`src/hw/rtl/flight_sequencer_ping_pong_capture_top_defines.svh`:
```
`ifndef FLIGHT_SEQUENCER_PING_PONG_CAPTURE_TOP_DEFINES_SVH
`define FLIGHT_SEQUENCER_PING_PONG_CAPTURE_TOP_DEFINES_SVH

// Same-cycle implication, checked on every clk edge outside reset.
`define FSPPC_ASSERT_NOW(lbl, ante, cons, msg) \
	lbl: assert property (@(posedge clk) disable iff (!arst_n) (ante) |-> (cons)) \
		else $error(msg);

// Next-cycle implication.
`define FSPPC_ASSERT_NEXT(lbl, ante, cons, msg) \
	lbl: assert property (@(posedge clk) disable iff (!arst_n) (ante) |=> (cons)) \
		else $error(msg);

`endif

```
`src/hw/rtl/fsppc_pkg.sv`:
```
`timescale 1ns / 1ps
`default_nettype none

package fsppc_pkg;

	localparam int CAPTURE_WIDTH_DEF = 16;
	localparam int VALUE_W           = 16;
	localparam int STORE_DEPTH       = 8;
	localparam int QUEUE_DEPTH       = 3;

	typedef enum logic [2:0] {
		OP_CAPTURE  = 3'd0,
		OP_VALIDATE = 3'd1,
		OP_NEXT     = 3'd2,
		OP_READ     = 3'd3,
		OP_RELEASE  = 3'd4
	} op_t;

	typedef logic [1:0] flight_t;

	// Transducer addresses per flight: N-S, S-N, E-W, W-E.
	localparam logic [1:0] TX_ADDR [4] = '{2'd3, 2'd0, 2'd1, 2'd2};
	localparam logic [1:0] RX_ADDR [4] = '{2'd0, 2'd3, 2'd2, 2'd1};

	typedef struct packed {
		logic               ready_res;
		logic [VALUE_W-1:0] read_value;
		flight_t            flight_now;
		logic [1:0]         transmit_address;
		logic [1:0]         receive_address;
	} res_t;

endpackage

`default_nettype wire

```
`src/hw/rtl/fsppc_ram.sv`:
```
`timescale 1ns / 1ps
`default_nettype none

module fsppc_ram #(
	parameter int  WIDTH = 16,
	parameter int  DEPTH = 8,
	localparam int AW    = $clog2(DEPTH)
) (
	input  wire logic             clk,
	input  wire logic             we,
	input  wire logic [AW-1:0]    waddr,
	input  wire logic [WIDTH-1:0] wdata,
	input  wire logic             re,
	input  wire logic [AW-1:0]    raddr,
	output logic      [WIDTH-1:0] rdata
);

	logic [WIDTH-1:0] mem [DEPTH];

	always_ff @(posedge clk) begin
		if (we) begin
			mem[waddr] <= wdata;
		end
		if (re) begin
			rdata <= mem[raddr];
		end
	end

endmodule

`default_nettype wire

```
`src/hw/rtl/fsppc_ctrl.sv`:
```
`timescale 1ns / 1ps
`default_nettype none

module fsppc_ctrl #(
	parameter int CAPTURE_WIDTH = fsppc_pkg::CAPTURE_WIDTH_DEF
) (
	input  wire logic                         clk,
	input  wire logic                         arst_n,
	input  wire logic                         accept,
	input  wire fsppc_pkg::op_t               op,
	input  wire logic [fsppc_pkg::VALUE_W-1:0] capture_value,
	input  wire logic [1:0]                   slot,
	output logic                              res_valid,
	output fsppc_pkg::res_t                   res
);

	import fsppc_pkg::*;

	`include "flight_sequencer_ping_pong_capture_top_defines.svh"

	localparam int AW = $clog2(STORE_DEPTH);

	flight_t                  flight_q;
	logic                     whs_q;
	logic                     ready_q;
	logic [CAPTURE_WIDTH-1:0] latch_q;
	logic                     pend_q;
	logic [STORE_DEPTH-1:0]   valid_q;

	logic    valid_s1;
	logic    hit_s1;
	logic    ready_s1;
	flight_t flight_s1;

	logic                         is_cap, is_val, is_next, is_rd, is_rel;
	flight_t                      flight_inc, flight_d;
	logic                         wrap, ready_d, whs_d;
	logic                         we, re;
	logic [AW-1:0]                waddr, raddr;
	logic [CAPTURE_WIDTH-1:0]     wdata, rdata;
	logic [CAPTURE_WIDTH+VALUE_W-1:0] cap_ext;
	logic [CAPTURE_WIDTH+VALUE_W-1:0] rd_ext;

	always_comb begin
		is_cap     = accept && (op == OP_CAPTURE);
		is_val     = accept && (op == OP_VALIDATE);
		is_next    = accept && (op == OP_NEXT);
		is_rd      = accept && (op == OP_READ);
		is_rel     = accept && (op == OP_RELEASE);
		flight_inc = flight_q + 2'd1;
		wrap       = is_next && (flight_inc == 2'd0) && !ready_q;
		flight_d   = is_next ? flight_inc : flight_q;
		whs_d      = wrap ? ~whs_q : whs_q;
		ready_d    = wrap ? 1'b1 : (is_rel ? 1'b0 : ready_q);
		cap_ext    = {{CAPTURE_WIDTH{1'b0}}, capture_value};
		// Write goes to the write half, reads to the other half; one op per word,
		// and a write lands before any later word reads, so no bypass is needed.
		we         = is_val;
		waddr      = {whs_q, flight_q};
		wdata      = pend_q ? latch_q : '0;
		re         = is_rd && ready_q;
		raddr      = {~whs_q, slot};
	end

	fsppc_ram #(
		.WIDTH (CAPTURE_WIDTH),
		.DEPTH (STORE_DEPTH)
	) u_store (
		.clk   (clk),
		.we    (we),
		.waddr (waddr),
		.wdata (wdata),
		.re    (re),
		.raddr (raddr),
		.rdata (rdata)
	);

	always_ff @(posedge clk or negedge arst_n) begin
		if (!arst_n) begin
			flight_q <= '0;
			whs_q    <= 1'b0;
			ready_q  <= 1'b0;
			latch_q  <= '0;
			pend_q   <= 1'b0;
			valid_q  <= '0;
			valid_s1 <= 1'b0;
		end else begin
			flight_q <= flight_d;
			whs_q    <= whs_d;
			ready_q  <= ready_d;
			valid_s1 <= accept;
			if (is_cap) begin
				latch_q <= cap_ext[CAPTURE_WIDTH-1:0];
				pend_q  <= 1'b1;
			end else if (is_val) begin
				pend_q <= 1'b0;
			end
			if (we) begin
				valid_q[waddr] <= 1'b1;
			end
		end
	end

	// Payload of the read stage; never-written entries read as zero.
	always_ff @(posedge clk) begin
		hit_s1    <= re && valid_q[raddr];
		ready_s1  <= ready_d;
		flight_s1 <= flight_d;
	end

	always_comb begin
		rd_ext                 = {{VALUE_W{1'b0}}, rdata};
		res_valid              = valid_s1;
		res.ready_res          = ready_s1;
		res.read_value         = hit_s1 ? rd_ext[VALUE_W-1:0] : '0;
		res.flight_now         = flight_s1;
		res.transmit_address   = TX_ADDR[flight_s1];
		res.receive_address    = RX_ADDR[flight_s1];
	end

	`FSPPC_ASSERT_NOW(a_ready_rise_at_wrap, $rose(ready_q), flight_q == 2'd0,
		"ready set away from flight 0")
	`FSPPC_ASSERT_NOW(a_swap_with_ready, whs_q != $past(whs_q),
		ready_q && !$past(ready_q), "buffer swap without ready rising")
	`FSPPC_ASSERT_NEXT(a_validate_clears, is_val, !pend_q,
		"latch still pending after validate")

endmodule

`default_nettype wire

```
`src/hw/rtl/fsppc_outq.sv`:
```
`timescale 1ns / 1ps
`default_nettype none

module fsppc_outq (
	input  wire logic            clk,
	input  wire logic            arst_n,
	input  wire logic            push,
	input  wire fsppc_pkg::res_t push_data,
	output logic                 pop_valid,
	input  wire logic            pop_ready,
	output fsppc_pkg::res_t      pop_data,
	output logic [1:0]           count
);

	import fsppc_pkg::*;

	`include "flight_sequencer_ping_pong_capture_top_defines.svh"

	res_t       entry_q [QUEUE_DEPTH];
	logic [1:0] wr_q, rd_q, cnt_q;
	logic       pop;

	function automatic logic [1:0] ptr_inc(logic [1:0] p);
		return (p == 2'(QUEUE_DEPTH - 1)) ? 2'd0 : p + 2'd1;
	endfunction

	always_comb begin
		pop       = pop_ready && (cnt_q != 2'd0);
		pop_valid = (cnt_q != 2'd0);
		pop_data  = entry_q[rd_q];
		count     = cnt_q;
	end

	always_ff @(posedge clk or negedge arst_n) begin
		if (!arst_n) begin
			wr_q  <= '0;
			rd_q  <= '0;
			cnt_q <= '0;
		end else begin
			if (push) begin
				wr_q <= ptr_inc(wr_q);
			end
			if (pop) begin
				rd_q <= ptr_inc(rd_q);
			end
			case ({push, pop})
				2'b10:   cnt_q <= cnt_q + 2'd1;
				2'b01:   cnt_q <= cnt_q - 2'd1;
				default: cnt_q <= cnt_q;
			endcase
		end
	end

	always_ff @(posedge clk) begin
		if (push) begin
			entry_q[wr_q] <= push_data;
		end
	end

	`FSPPC_ASSERT_NOW(a_no_overflow, push && !pop, cnt_q != 2'(QUEUE_DEPTH),
		"word pushed into a full output queue")

endmodule

`default_nettype wire

```
`src/hw/rtl/flight_sequencer_ping_pong_capture_top.sv`:
```
// Channel  Dir  tdata (low bit up)                          tuser
// s_*      in   capture_value[15:0], slot[17:16], pad[23:18]  op[2:0]
// m_*      out  ready_res[0], read_value[16:1], flight_now[18:17],
//               transmit_address[20:19], receive_address[22:21], pad[23]   -
//
// One word per cycle sustained while m_tready drains the output queue; each result
// goes through the registered read of the capture store and then the output queue
// before it is taken. Flight, ready and latch state update at the accepting edge.
// Reset is immediate: no clearing pass, never-written store entries read as zero.
// s_tready drops once the output queue and the read stage together hold three words.
`timescale 1ns / 1ps
`default_nettype none

module flight_sequencer_ping_pong_capture_top #(
	parameter int CAPTURE_WIDTH = fsppc_pkg::CAPTURE_WIDTH_DEF
) (
	input  wire logic        clk,
	input  wire logic        arst_n,
	input  wire logic        s_tvalid,
	output logic             s_tready,
	input  wire logic [23:0] s_tdata,   // capture_value, slot
	input  wire logic [2:0]  s_tuser,   // op
	output logic             m_tvalid,
	input  wire logic        m_tready,
	output logic      [23:0] m_tdata    // ready_res, read_value, flight_now, tx, rx
);

	import fsppc_pkg::*;

	logic       accept;
	logic       res_valid;
	res_t       res, out_res;
	logic [1:0] q_count;
	logic [2:0] in_flight;

	always_comb begin
		in_flight = {1'b0, q_count} + {2'b00, res_valid};
		s_tready  = (in_flight < 3'(QUEUE_DEPTH));
		accept    = s_tvalid && s_tready;
	end

	fsppc_ctrl #(
		.CAPTURE_WIDTH (CAPTURE_WIDTH)
	) u_ctrl (
		.clk           (clk),
		.arst_n        (arst_n),
		.accept        (accept),
		.op            (op_t'(s_tuser)),
		.capture_value (s_tdata[15:0]),
		.slot          (s_tdata[17:16]),
		.res_valid     (res_valid),
		.res           (res)
	);

	fsppc_outq u_outq (
		.clk       (clk),
		.arst_n    (arst_n),
		.push      (res_valid),
		.push_data (res),
		.pop_valid (m_tvalid),
		.pop_ready (m_tready),
		.pop_data  (out_res),
		.count     (q_count)
	);

	assign m_tdata = {1'b0, out_res.receive_address, out_res.transmit_address,
		out_res.flight_now, out_res.read_value, out_res.ready_res};

endmodule

`default_nettype wire
```
`config.mk`:
```
export PLATFORM = sky130hd
export DESIGN_NAME = flight_sequencer_ping_pong_capture_top
export DESIGN_NICKNAME = d
export VERILOG_FILES = /design/src/hw/rtl/fsppc_pkg.sv /design/src/hw/rtl/fsppc_ram.sv /design/src/hw/rtl/fsppc_ctrl.sv /design/src/hw/rtl/fsppc_outq.sv /design/src/hw/rtl/flight_sequencer_ping_pong_capture_top.sv
export VERILOG_INCLUDE_DIRS = /design/src /design/src/hw/rtl
export SDC_FILE = /design/constraint.sdc
export NUM_CORES = 1
export LEC_CHECK = 0
export CAP_MARGIN = 5
export CORE_UTILIZATION = 34
export DETAILED_ROUTE_END_ITERATION = 7
export DONT_BUFFER_PORTS = 1
export SETUP_SLACK_MARGIN = 0.4
export SYNTH_ARGS = -nofsm -noshare
export SYNTH_HDL_FRONTEND = slang
export SYNTH_SLANG_ARGS = --single-unit
```
`constraint.sdc`:
```
create_clock -name clk -period 2.8 [get_ports clk]
set_input_delay 0.42 -clock clk [delete_from_list [all_inputs] [get_ports clk]]
set_output_delay 0.42 -clock clk [all_outputs]
set_load 0.05 [all_outputs]
```
==> results list, run 1 <==
- Result of the run: finished, final reports clean
* Y dimension of the die: approximately 170 um
* Post-Route Skew: 15.0 ps
- Cell with the most instances after synthesis: edfxtp_1
* Slew at the pin closest to its max-slew limit: between 700 and 800 ps
- Wire length reported by the detailed router: 17000 um
- Largest stage delay on the critical path: roughly 440 ps
* Total Negative Setup Slacks: 0 ps
- Layout Nets: between 600 and 700
* GRT overflow: 0
- The analysis attributes to net switching a power of ~3.6 mW.
* Effective utilization at floorplan: approximately a third
- Setup slack on the critical path of the routed design comes to roughly 450 ps.
- Setup violations remaining at the end of the flow were counted as 0.
* Top post-synthesis cells by area: edfxtp_1 64%, dfrtp_1 9.1%, mux4_1 8.5%
- After floorplanning, the core was sized to cover about 28000 um^2.
- Counting every sink on the clock net gives 250.
- First-pass GRT wire length: 26800 um
- Counting distinct cell types in the post-synthesis netlist gives 36.
- For this design the ratio of total power to cell area is between 1000 and 1500 nW/um^2.
- Type of the worst setup path: register to primary output
* Data arrival at the endpoint of the critical path: 1930 ps
* Pre-Repair DR Iteration Count: 4
- Unrepaired setup endpoints after global routing: yes
* Clock latency of the later-clocked register in the worst-skew pair: between 500 and 600 ps
- In the synthesized netlist, the number of instances is between 500 and 600.
- Buffers inserted during clock tree synthesis total 26.
- Proportion of power drawn by the clock network: between 20% and 30%
- Total DRC errors in the routed layout: 0
* Total half-perimeter wirelength after legalization and detailed placement: approximately 10000 um
- Counting flops and latches in the post-synthesis netlist gives 250.
- 57 I/O pins were placed.
* Worst-case headroom to the max-slew limit: roughly 53%
* Yosys top cell by area: edfxtp_1
- The area growth from synthesis to layout is 15.1%.
* Wirelength per Cell: 17.6 um
- Final cell utilization of the core: roughly two fifths
- The number of nets in the synthesized netlist is 560.
- Detailed routing inserted a total of 4551 vias.
* Maximum number of pins on one net before global-route repair: 48
* Mapped cell area: a little under 10000 um^2
- Share of final-layout standard cells stronger than drive strength 1: approximately 20%
* Cell chain of the critical path: ha_1 > ha_1 > and2_1 > nor2_2 > buf_6
- The number of global-route vias before repair was ~4700.
- Endpoint type of the worst setup path: primary output
* Number of DRC markers after the initial detailed-route iteration: 330
- The clock passes through at most 3 buffers.
- CTS placed an instance of clkbuf_16 at the clock tree root.
- Initial antenna violation count: 0
- The largest individual stage delay along the critical path comes from the cell dfrtp_2.
- The number of hold violations in the final report was 0.
- Number of flops mapped to enable cells by yosys: 210
- Top cells by count, synth: 210 x edfxtp_1, 36 x dfrtp_1, 33 x and2_1, 33 x mux2_2, 32 x mux4_1
- Row count: 61
* RD Place Congestion: just under 0.7
* Count of pins over their slew limit: 0
- In this run switching power makes up 31.6% of total power.
- Cell internal power was estimated by the tool at 7.76 mW.
- Min-delay worst type: input pin to register
* Most used cell, CP: ha_1
* Peak clock frequency supported by timing: 0.426 GHz
- Port buffer count: 0
- Comb pwr share: a little over a quarter
- Static Leakage: 4.00 nW
* Detail Route Antenna Nets: 0
- For the finished layout, the period the worst path requires is between 2000 and 2500 ps.
* Mapped Avg Cell Area: roughly 19 um^2
- In this run the worst path has a maximum fanout of 5.
- STA puts the critical path data required time at between 2000 and 2500 ps.
- Summing internal, switching and leakage power gives between 10 and 15 mW.
- Warning count from the yosys run: 0
- In this run the biggest area consumer among cell types represents about 64% of the synthesized area.
* Sequential share of power: roughly 45%
* Max Cap Violations: 0
- Final worst path period share: between 80% and 90%
* Max VDD drop: approximately 0.00039 V
- Hold is met by about 53 ps.
- Clock tree from TritonCTS: built
* Number of H-tree levels: 1
- Most instantiated flip-flop cell in the synthesis netlist: edfxtp_1
- Worst setup slack before clock tree synthesis: roughly 380 ps
- The die covers 29600 um^2.
- The worst setup path is launched from a register.
- Sequential cells were found to cover approximately three quarters of the synthesized design area.
- After clock tree synthesis, the clock-pin slew on the worst setup and hold paths is around 60 ps.
* Total routing resource utilization after global routing: 12.0%
- Width of the die: 172 um
- Share of flip-flops with an asynchronous set or reset: roughly 14%
* Diode insertion count for antenna repair: 0
* Post-detailed-route via-to-cell ratio: ~4.7
[layout make-up]
class	count	area, um^2
Clock buffer	43	714
Clock inverter	5	88.8
Fill cell	2519	16800
Inverter	6	22.5
Multi-Input combinational cell	242	2400
Sequential cell	250	7290
Tap cell	378	473
Timing Repair Buffer	44	349
[power groups by stage]
stage                     sequential (mW)  combinational, mW  clock (mW)
after floorplan                      5.07               2.26           0
after global placement               5.15               2.96           0
after detailed placement             5.19               3.02           0
after CTS                            5.12               3.07        3.31
after global routing                 5.17               3.29        3.47
final                                5.10               3.03        3.22
[metrics by stage]
step	area, um^2	cells
after detailed placement	10500	915
after global routing	11300	968
after CTS	11300	968
after global placement	10500	915
final	11300	968
after floorplan	9860	523
[worst max-delay path: cells and delay by family (launching register included)]
kind / cells / cell delay (ps)
DFF: 1 / 440
buffers and inverters: 1 / 160
and+or+nand+nor: 2 / 330
adders and majority gates: 2 / 480
[per-layer routing]
metal / GRT usage [%] / vias to the layer above / routed length [um]
met5: 0 / - / 0
met4: 3.16 / 0 / 310
met3: 2.49 / 30 / 766
met2: 20.4 / 95 / 8360
met1: 15.8 / 2285 / 7590
li1: - / 2141 / -
[layout by cell type (no fill, tap or decap), types with 2 or more instances in the layout]
cell,synthesis,layout
edfxtp_1,210,210
buf_4,3,41
dfrtp_1,36,35
and2_1,33,33
mux2_2,33,33
mux4_1,32,32
nand2_1,27,27
mux2i_1,26,26
clkbuf_16,0,26
o21ai_1,0,21
clkbuf_1,8,17
nor2_1,15,13
o21bai_1,8,8
inv_1,6,6
ha_1,6,6
nand4_1,4,4
dfxtp_1,4,4
nand2b_1,3,3
nand3_1,3,3
xnor2_1,3,3
a21o_1,3,3
o21ai_0,24,2
or2_2,2,2
nor2_2,0,2
nor2b_1,3,2
xor2_1,2,2
nand3b_1,2,2
o41ai_1,2,2
nor3_1,3,2
bufinv_16,0,2
[worst paths after layout]
kind	from	end	slack, ps	cells past startpoint
setup / recovery	u_outq.count[0]	s_tready	450	5
hold / removal	s_tdata[1]	u_ctrl.latch_q[1]	50	1
setup reg to reg	u_outq.count[0]	u_ctrl.u_store.mem[7][9]	620	7
hold reg to reg	u_ctrl.ready_s1	u_outq.entry_q[1][22]	450	0
max in group asynchronous	arst_n	u_outq.count[0]	2170	2
min in group asynchronous	arst_n	u_ctrl.latch_q[0]	380	2
[state kept, by name, indices dropped and copies added (netlist names)]
register              flops
u_ctrl.u_store.mem      128
u_outq.entry_q           66
u_ctrl.latch_q           16
u_ctrl.u_store.rdata     16
u_ctrl.valid_q            8
u_ctrl.flight_q           2
u_ctrl.flight_s1          2
u_outq.count              2
u_outq.rd_q               2
u_outq.wr_q               2
u_ctrl.hit_s1             1
u_ctrl.pend_q             1
u_ctrl.ready_q            1
u_ctrl.ready_s1           1
u_ctrl.res_valid          1
u_ctrl.whs_q              1
[cell families after synthesis]
logic type	Yosys count	synth area share, %
flip-flops	250	74.0
AND/OR/NAND/NOR	101	5.49
multiplexers	92	15.2
AO/OA/AOI/OAI	37	2.24
buffers and inverters	31	1.83
adder cells (fa/ha/maj)	6	0.762
XOR/XNOR	5	0.445
other	1	0.0381
[timing repair]
item / 4_1_cts / 5_1_grt
cloned: 0 / 0
endpoints found under the hold margin: 36 / 0
pin swaps: 2 / 0
setup buffers: 3 / 0
hold buffers: 2 / 0
gates resized for setup: 2 / 2
endpoints found under the setup margin: 103 / 78
(Power assumes the default switching activity.)
==> run 2: changes to the inputs <==
Clock period 2.8 ns to 2 ns, I/O delays scaled along.
==> results list, run 2 (synthesis gave the netlist of run 1 again) <==
- The number of input and output port buffers inserted was 0 (unchanged).
* GRT overflow: 0 (unchanged)
- Highest-delay cell along the critical path: dfrtp_1 (was dfrtp_2)
- The post-DP HPWL came to 10600 um (was 10100 um).
* Violated checks: negative setup slack
- The number of top-level pins is 57 (unchanged).
* Number of clock sinks seen by CTS: 250 (unchanged)
- Wire length reported by the detailed router: 19200 um (was 17000 um)
- Max FFs per register: 128 (unchanged)
- The die outline width came to 172 um (unchanged).
* Pre-Repair DR Iteration Count: 4 (unchanged)
- Vias in the first global route: 4997 (was 4729)
- The smallest clock period supported by the final layout is computed as 2010 ps.
- The total of max-cap violations is 0 (unchanged).
- The clock tree from TritonCTS is built (unchanged).
- The sort of element at the start of the critical path is a register (unchanged).
- Post-detailed-route via-to-cell ratio: 4.67 (was 4.70)
* Biggest fanout along the worst timing path: 2 (was 5)
* Total routing resource utilization after global routing: 13.2% (was 12.0%)
- Total count of hold-check failures in the final report: 0 (unchanged)
- Number of H-tree levels: 1 (unchanged)
- The signal arrival time at the worst endpoint was 1710 ps (was 1930 ps).
* First-pass GRT wire length: 29100 um (was 26800 um)
* Count of pins over their slew limit: 0 (unchanged)
- Derived from the worst setup path, the maximum achievable clock frequency is 0.499 GHz.
- Clock slew seen by the registers of the worst setup and hold paths: 60 ps (about the same)
- Total DRC errors in the routed layout: 0 (unchanged)
* Clock latency of the later-clocked register in the worst-skew pair: 520 ps (about the same)
- The total power came to 18.9 mW (was 11.4 mW).
- The maximum resistive drop on vdd came to 0.000597 V (was 0.000385 V).
* Worst setup slack before clock tree synthesis: 179 ps (was 384 ps)
* Via count: 4750 (was 4551)
* Maximum number of pins on one net before global-route repair: 37 (was 48)
* Row count: 61 (unchanged)
* Total die area: 29600 um^2 (unchanged)
- The placed standard-cell area is 11300 um^2 (was 10500 um^2).
- Layout Nets: 656 (was 607)
- Setup Viol. Count Final: 1 (was 0)
* Largest regs: u_ctrl.u_store.mem (128), u_outq.entry_q (66) (unchanged)
* Post-Route Skew: 12.6 ps (was 15.0 ps)
- Hold path depth: 3 (was 1)
- Detail Route Antenna Nets: 0 (unchanged)
- Initial antenna violation count: 0 (unchanged)
- The standby leakage power was 4.58 nW (was 4.00 nW).
- Maximum clock path buffer count: 3 (unchanged)
- Total power density per cell area: 1450 nW/um^2 (was 1000 nW/um^2)
- Area added between synthesis and finish: 31.7% (was 15.1%)
- The average wire per cell in the routed design came to 18.9 um (was 17.6 um).
- Register with the highest flop count: u_ctrl.u_store.mem (unchanged)
- The leading cell type in the layout, fill and taps excluded was edfxtp_1 (unchanged).
* Most used cells in the layout excluding fill and tap cells: 210 x edfxtp_1, 37 x buf_12, 34 x dfrtp_1 (was 210 x edfxtp_1, 41 x buf_4, 35 x dfrtp_1)
* Result of the run: finished, violations left (was finished, final reports clean)
- Effective utilization at floorplan: 35.0% (unchanged)
- The global placement routability congestion is 0.731 (was 0.691).
* Cell chain of the critical path: ha_2 > ha_4 > and2_4 > nor2_4 > buf_6 (was ha_1 > ha_1 > and2_1 > nor2_2 > buf_6)
* Smallest setup slack after layout: -5.21 ps (was 452 ps)
* Required time of the worst setup path: 1700 ps (was 2380 ps)
- Num CTS Buffers: 26 (unchanged)
- Number of DRC markers after the initial detailed-route iteration: 330 (unchanged)
* Endpoint type of the worst setup path: primary output (unchanged)
* Type of the worst setup path: register to primary output (unchanged)
- The floorplan die height was 172 um (unchanged).
- Floorplan Core Area: 28200 um^2 (unchanged)
- Clock tree root driver cell: clkbuf_16 (unchanged)
- Unrepaired setup endpoints after global routing: yes (unchanged).
- Cell area after layout: 13000 um^2 (was 11300 um^2)
* Share of final-layout standard cells stronger than drive strength 1: 34.0% (was 20.2%)
- The antenna cell count came to 0 (unchanged).
- Largest stage delay on the critical path: 390 ps (was 440 ps)
- Min-delay worst type: input pin to register (unchanged)
- Number of cells on the worst reg-to-reg path: 7 (unchanged)
* Final worst path period share: 100%
[run 2: cell types whose count changed in the layout (fill, tap and decap cells not counted), moves of 9 or more]
| cell | before | now |
|---|---|---|
| buf_12 | 1 | 37 |
| buf_4 | 41 | 17 |
| buf_6 | 1 | 14 |
| clkbuf_1 | 17 | 1 |
| dlygate4sd3_1 | 1 | 20 |
| mux2_2 | 33 | 16 |
| mux2_4 | 0 | 17 |
| mux2i_1 | 26 | 10 |
| mux2i_2 | 0 | 9 |
| nor2_1 | 13 | 4 |
| nor2_4 | 0 | 10 |
| o21ai_1 | 21 | 0 |
| o21ai_4 | 0 | 14 |
[run 2: cell type report]
cell class,instances,area (um^2)
fill,2313,15200
sequential,250,7290
multi-input combinational,242,2970
timing repair buffer,93,1360
clock buffer,28,679
tap,378,473
clock inverter,20,170
inverter,6,22.5
[run 2: critical path: cells and delay by family, from the launching register on]
kind | cells | cell delay (ps)
flip-flops | 1 | 390
adder cells (fa/ha/maj) | 2 | 420
AND/OR/NAND/NOR | 2 | 220
buffers and inverters | 1 | 160
[run 2: repair_timing]
item | 4_1_cts | 5_1_grt
setup buffers | 12 | 10
hold buffers | 21 | 0
resized for setup | 30 | 27
gates cloned | 3 | 2
endpoints found under the setup margin | 189 | 198
hold endpoints to repair | 57 | 0
pin swaps | 6 | 11
[run 2: per-layer routing]
metal	track usage, %	vias to the layer above	part of all wire (%)
met2	22.3	89	50
met3	2.13	25	3.5
met5	0	-	0
met1	17.8	2389	44
li1	-	2247	-
met4	3.35	0	1.7
[run 2: where the power goes]
group	switching (mW)	internal, mW	leakage [nW]
Combinational	3.64	3.29	1.75
Clock	1.88	2.83	0.417
Sequential	0.428	6.79	2.42
Total	5.95	12.9	4.58
[run 2: path summary, 6_finish.rpt]
path	start	end	slack (ps)
hold reg to reg	u_ctrl.ready_s1	u_outq.entry_q[0][22]	470
setup / recovery	u_ctrl.res_valid	s_tready	-5
setup reg to reg	u_ctrl.res_valid	u_ctrl.flight_q[1]	30
max in group asynchronous	arst_n	u_outq.rd_q[1]	1490
min in group asynchronous	arst_n	u_ctrl.latch_q[8]	280
hold / removal	s_tuser[0]	u_ctrl.whs_q	40
[run 2: stage by stage]
step	util, %	hold WS, ps	cells	setup TNS, ps
finish	46.0	37.0	1017	-5.21
global route	46.0	42.6	1017	-1380
CTS	45.0	2.47	1005	-234
detailed placement	40.2	5.75	921	0
global placement	40.2	5.71	921	0
floorplan	-	4.41	523	-17920
==> run 3: changes to the inputs <==
Settings changed: ABC_AREA set to 1, CORE_ASPECT_RATIO set to 1.25, REMOVE_ABC_BUFFERS set to 1.
==> results list, run 3 <==
- Result of the run: finished, violations left (unchanged).
- Violated checks: negative setup slack (unchanged).
* Number of I/O pins: 57 (unchanged)
- The count of placed standard cells in the final layout, fillers left out is 1380 (was 1017).
* Total count of hold-check failures in the final report: 0 (unchanged)
* Port buffer count: 0 (unchanged)
- Unrepaired setup endpoints after global routing: yes (unchanged).
- The post-detailed-route DRC marker count came to 0 (unchanged).
- The largest area contributor in the synthesized netlist is edfxtp_1 (unchanged).
* Clock slew seen by the registers of the worst setup and hold paths: 60 ps (about the same)
- Final worst path period share: 104% (was 100%)
- The signal arrival time at the worst endpoint was 1790 ps (was 1710 ps).
- The setup skew after layout came to 10.8 ps (was 12.6 ps).
- The master of the slowest instance on the critical path is dfrtp_1 (unchanged).
- The global route total overflow was 0 (unchanged).
- The initial detailed-routing violation count came to 359 (was 330).
- Row count: 70 (was 61)
* Static Leakage: 5.16 nW (was 4.58 nW)
- The count of endpoints failing setup in the final report was 47 (was 1).
* Number of clock sinks seen by CTS: 250 (unchanged)
- Clock tree from TritonCTS: built (unchanged)
* Total die area: 30800 um^2 (was 29600 um^2)
* Required time of the worst setup path: 1700 ps (about the same)
* Largest stage delay on the critical path: 400 ps (was 390 ps)
- The cell area after synthesis was 10200 um^2 (was 9850 um^2).
- Detail Route Antenna Nets: 0 (unchanged)
- The final instance area was 13000 um^2 (about the same).
- The mean post-synth cell area came to 11.7 um^2 (was 18.8 um^2).
- The maximum resistive drop on vdd was 0.000884 V (was 0.000597 V).
- Count of pins over their slew limit: 0 (unchanged)
- Max FFs per register: 128 (unchanged)
* Cell with the most instances after synthesis: edfxtp_1 (unchanged)
* Total half-perimeter wirelength after legalization and detailed placement: 12200 um (was 10600 um)
- Buffering stage count on the worst path with inverters included: 2 (was 1)
- Critical path origin: u_outq.rd_q[1] (was u_ctrl.res_valid)
- Initial antenna violation count: 0 (unchanged)
- The highest clock rate came to 0.479 GHz (was 0.499 GHz).
- Share of flip-flops with an asynchronous set or reset: 14.4% (unchanged)
* Post-detailed-route via-to-cell ratio: 4.52 (was 4.67)
- The number of filler cells placed in the layout is 2709 (was 2313).
* Warning count from the yosys run: 0 (unchanged)
- The root buffer cell is clkbuf_16 (unchanged).
* Vias in the first global route: 6360 (was 4997)
* Synthesized instance count: 878 (was 523)
- Share of the synthesized area in the top cell type: 61.6% (was 64.0%)
- The clock period minus worst slack was 2090 ps (was 2010 ps).
* Register with the highest flop count: u_ctrl.u_store.mem (unchanged)
* Clock latency of the later-clocked register in the worst-skew pair: 520 ps (about the same)
* Total Negative Setup Slacks: -1140 ps (was -5.21 ps)
- DP Cell Count: 1281 (was 921)
- The antenna cell count was 0 (unchanged).
* Worst-case headroom to the max-slew limit: 59.7%
- Cell family contributing the most delay on the critical path: flip-flops (was adder cells)
- Wire length reported by the detailed router: 21100 um (was 19200 um)
- Endpoint type of the worst setup path: primary output (unchanged)
* Floorplan Core Area: 29400 um^2 (was 28200 um^2)
- The post-synthesis cell type count was 34 (was 36).
- Width of the die: 157 um (was 172 um)
- Maximum clock path buffer count: 3 (unchanged)
- The H-tree depth was 1 (unchanged).
* Share of final-layout standard cells stronger than drive strength 1: 21.1% (was 34.0%)
- Top cells by count, synth: 210 x edfxtp_1, 192 x nand2_1, 145 x nor2_1, 71 x inv_1, 61 x o21ai_0 (was 210 x edfxtp_1, 36 x dfrtp_1, 33 x and2_1, 33 x mux2_2, 32 x mux4_1).
* Effective utilization at floorplan: 34.8% (was 35.0%)
- Cell chain of the critical path: or2_4 > buf_12 > o211ai_1 > buf_4 (was ha_2 > ha_4 > and2_4 > nor2_4 > buf_6)
- The first-pass iteration count of the detailed router was 5 (was 4).
- The leading cell type in the layout, fill and taps excluded was edfxtp_1 (unchanged).
* Y dimension of the die: 196 um (was 172 um)
- Launch instance of the worst min-delay path: s_tuser[1] (was s_tuser[0])
* Via count: 6240 (was 4750)
* Placed Area: 11000 um^2 (was 11300 um^2)
- Startpoint of the worst register-to-register path: u_outq.count[0] (was u_ctrl.res_valid)
- RD Place Congestion: 0.745 (was 0.731)
- The worst hold slack is 81.9 ps (was 37.0 ps).
- Slew at the pin closest to its max-slew limit: slightly above 600 ps
- The wire length of the first global-routing pass was 34000 um (was 29100 um).
* Most instantiated flip-flop cell in the synthesis netlist: edfxtp_1 (unchanged)
* Total power density per cell area: 1370 nW/um^2 (was 1450 nW/um^2)
* Area added between synthesis and finish: 27.1% (was 31.7%)
- The sort of element at the start of the critical path was a register (unchanged).
- Number of flops mapped to enable cells by yosys: 210 (unchanged)
- Smallest setup slack after layout: -88.5 ps (was -5.21 ps)
* Worst setup slack before clock tree synthesis: -61.6 ps (was 179 ps)
- The average wire per cell in the routed design came to 15.3 um (was 18.9 um).
- The pin count of the biggest net entering global routing is 70 (was 37).
- Biggest fanout along the worst timing path: 5 (was 2)
- The aggregate global-route resource usage was 14.2% (was 13.2%).
- Min-delay worst type: input pin to register (unchanged)
- Max Cap Violations: 0 (unchanged)
* Count of state elements after synthesis: 250 (unchanged)
- Largest regs: u_ctrl.u_store.mem (128), u_outq.entry_q (66) (unchanged)
- Fraction of the yosys area taken by sequential cells: 71.2% (was 74.0%)
- Type of the worst setup path: register to primary output (unchanged)
- Most used cells in the layout excluding fill and tap cells: 210 x edfxtp_1, 169 x nand2_1, 134 x nor2_1 (was 210 x edfxtp_1, 37 x buf_12, 34 x dfrtp_1)
- Top post-synthesis cells by area: edfxtp_1 62%, dfrtp_1 8.8%, nand2_1 7.0% (was edfxtp_1 64%, dfrtp_1 9.1%, mux4_1 8.5%)
* Layout Nets: 1004 (was 656)
- Num CTS Buffers: 25 (was 26)
==> run 3: what timing repair did <==
action,CTS,global route
resized for setup,114,60
hold endpoints to repair,55,0
buffers inserted,15,8
cloned,10,1
pin swaps,9,21
setup endpoints to repair,203,204
hold buffers,21,0
==> run 3: stage by stage <==
step | power (mW) | util [%]
floorplan | 10.4 | -
global placement | 12.0 | 37.4
detailed placement | 12.1 | 37.4
CTS | 17.5 | 43.2
global route | 18.7 | 44.2
finish | 17.8 | 44.2
==> run 3: cell type report <==
type | count | area (um^2) | share of cell area [%]
inverter | 73 | 279 | 2.14
multi-input combinational | 509 | 2770 | 21.3
clock buffer | 37 | 691 | 5.31
timing repair buffer | 108 | 1460 | 11.2
tap | 396 | 495 | 3.81
sequential | 250 | 7290 | 56.0
clock inverter | 7 | 27.5 | 0.212
==> run 3: kinds of logic after synthesis <==
kind of cell	share of synthesized area, %
buffers and inverters	5.60
AOI/OAI and AO/OA	7.65
other	0.0366
DFF	71.2
adders and majority gates	0.733
and+or+nand+nor	14.5
xor gates and xnor gates	0.257
==> run 3: power breakdown <==
group | leakage (nW) | internal (mW) | switching, mW
logic | 2.39 | 2.50 | 3.93
registers | 2.42 | 6.83 | 0.407
clock network | 0.348 | 2.36 | 1.79
==> run 3: path summary, 6_finish.rpt <==
kind                                             endpoint  slack [ps]  cells past startpoint
worst max-delay path                          m_tdata[22]         -90                      4
worst min-delay path                   u_ctrl.flight_q[1]          80                      4
worst max register to register  u_ctrl.u_store.mem[2][10]         -10                      9
worst min register to register          u_ctrl.valid_q[6]         450                      2
max in group asynchronous               u_ctrl.valid_q[7]        1560                      2
min in group asynchronous               u_ctrl.latch_q[8]         250                      2
==> run 3: layer usage <==
layer	vias to the layer above	part of all wire, %	global-route usage (%)	wire length (um)
met5	-	0	0	0
met4	0	2.3	4.53	488
met3	37	3.6	1.72	769
met2	113	52	25.6	10900
met1	2958	42	17.5	8910
li1	3132	-	-	-
==> run 3: tightest hold or removal path, stage by stage <==
cell     delay, ps
nand2_1         90
nor2_4          60
nand2_2         50
o21ai_2         50
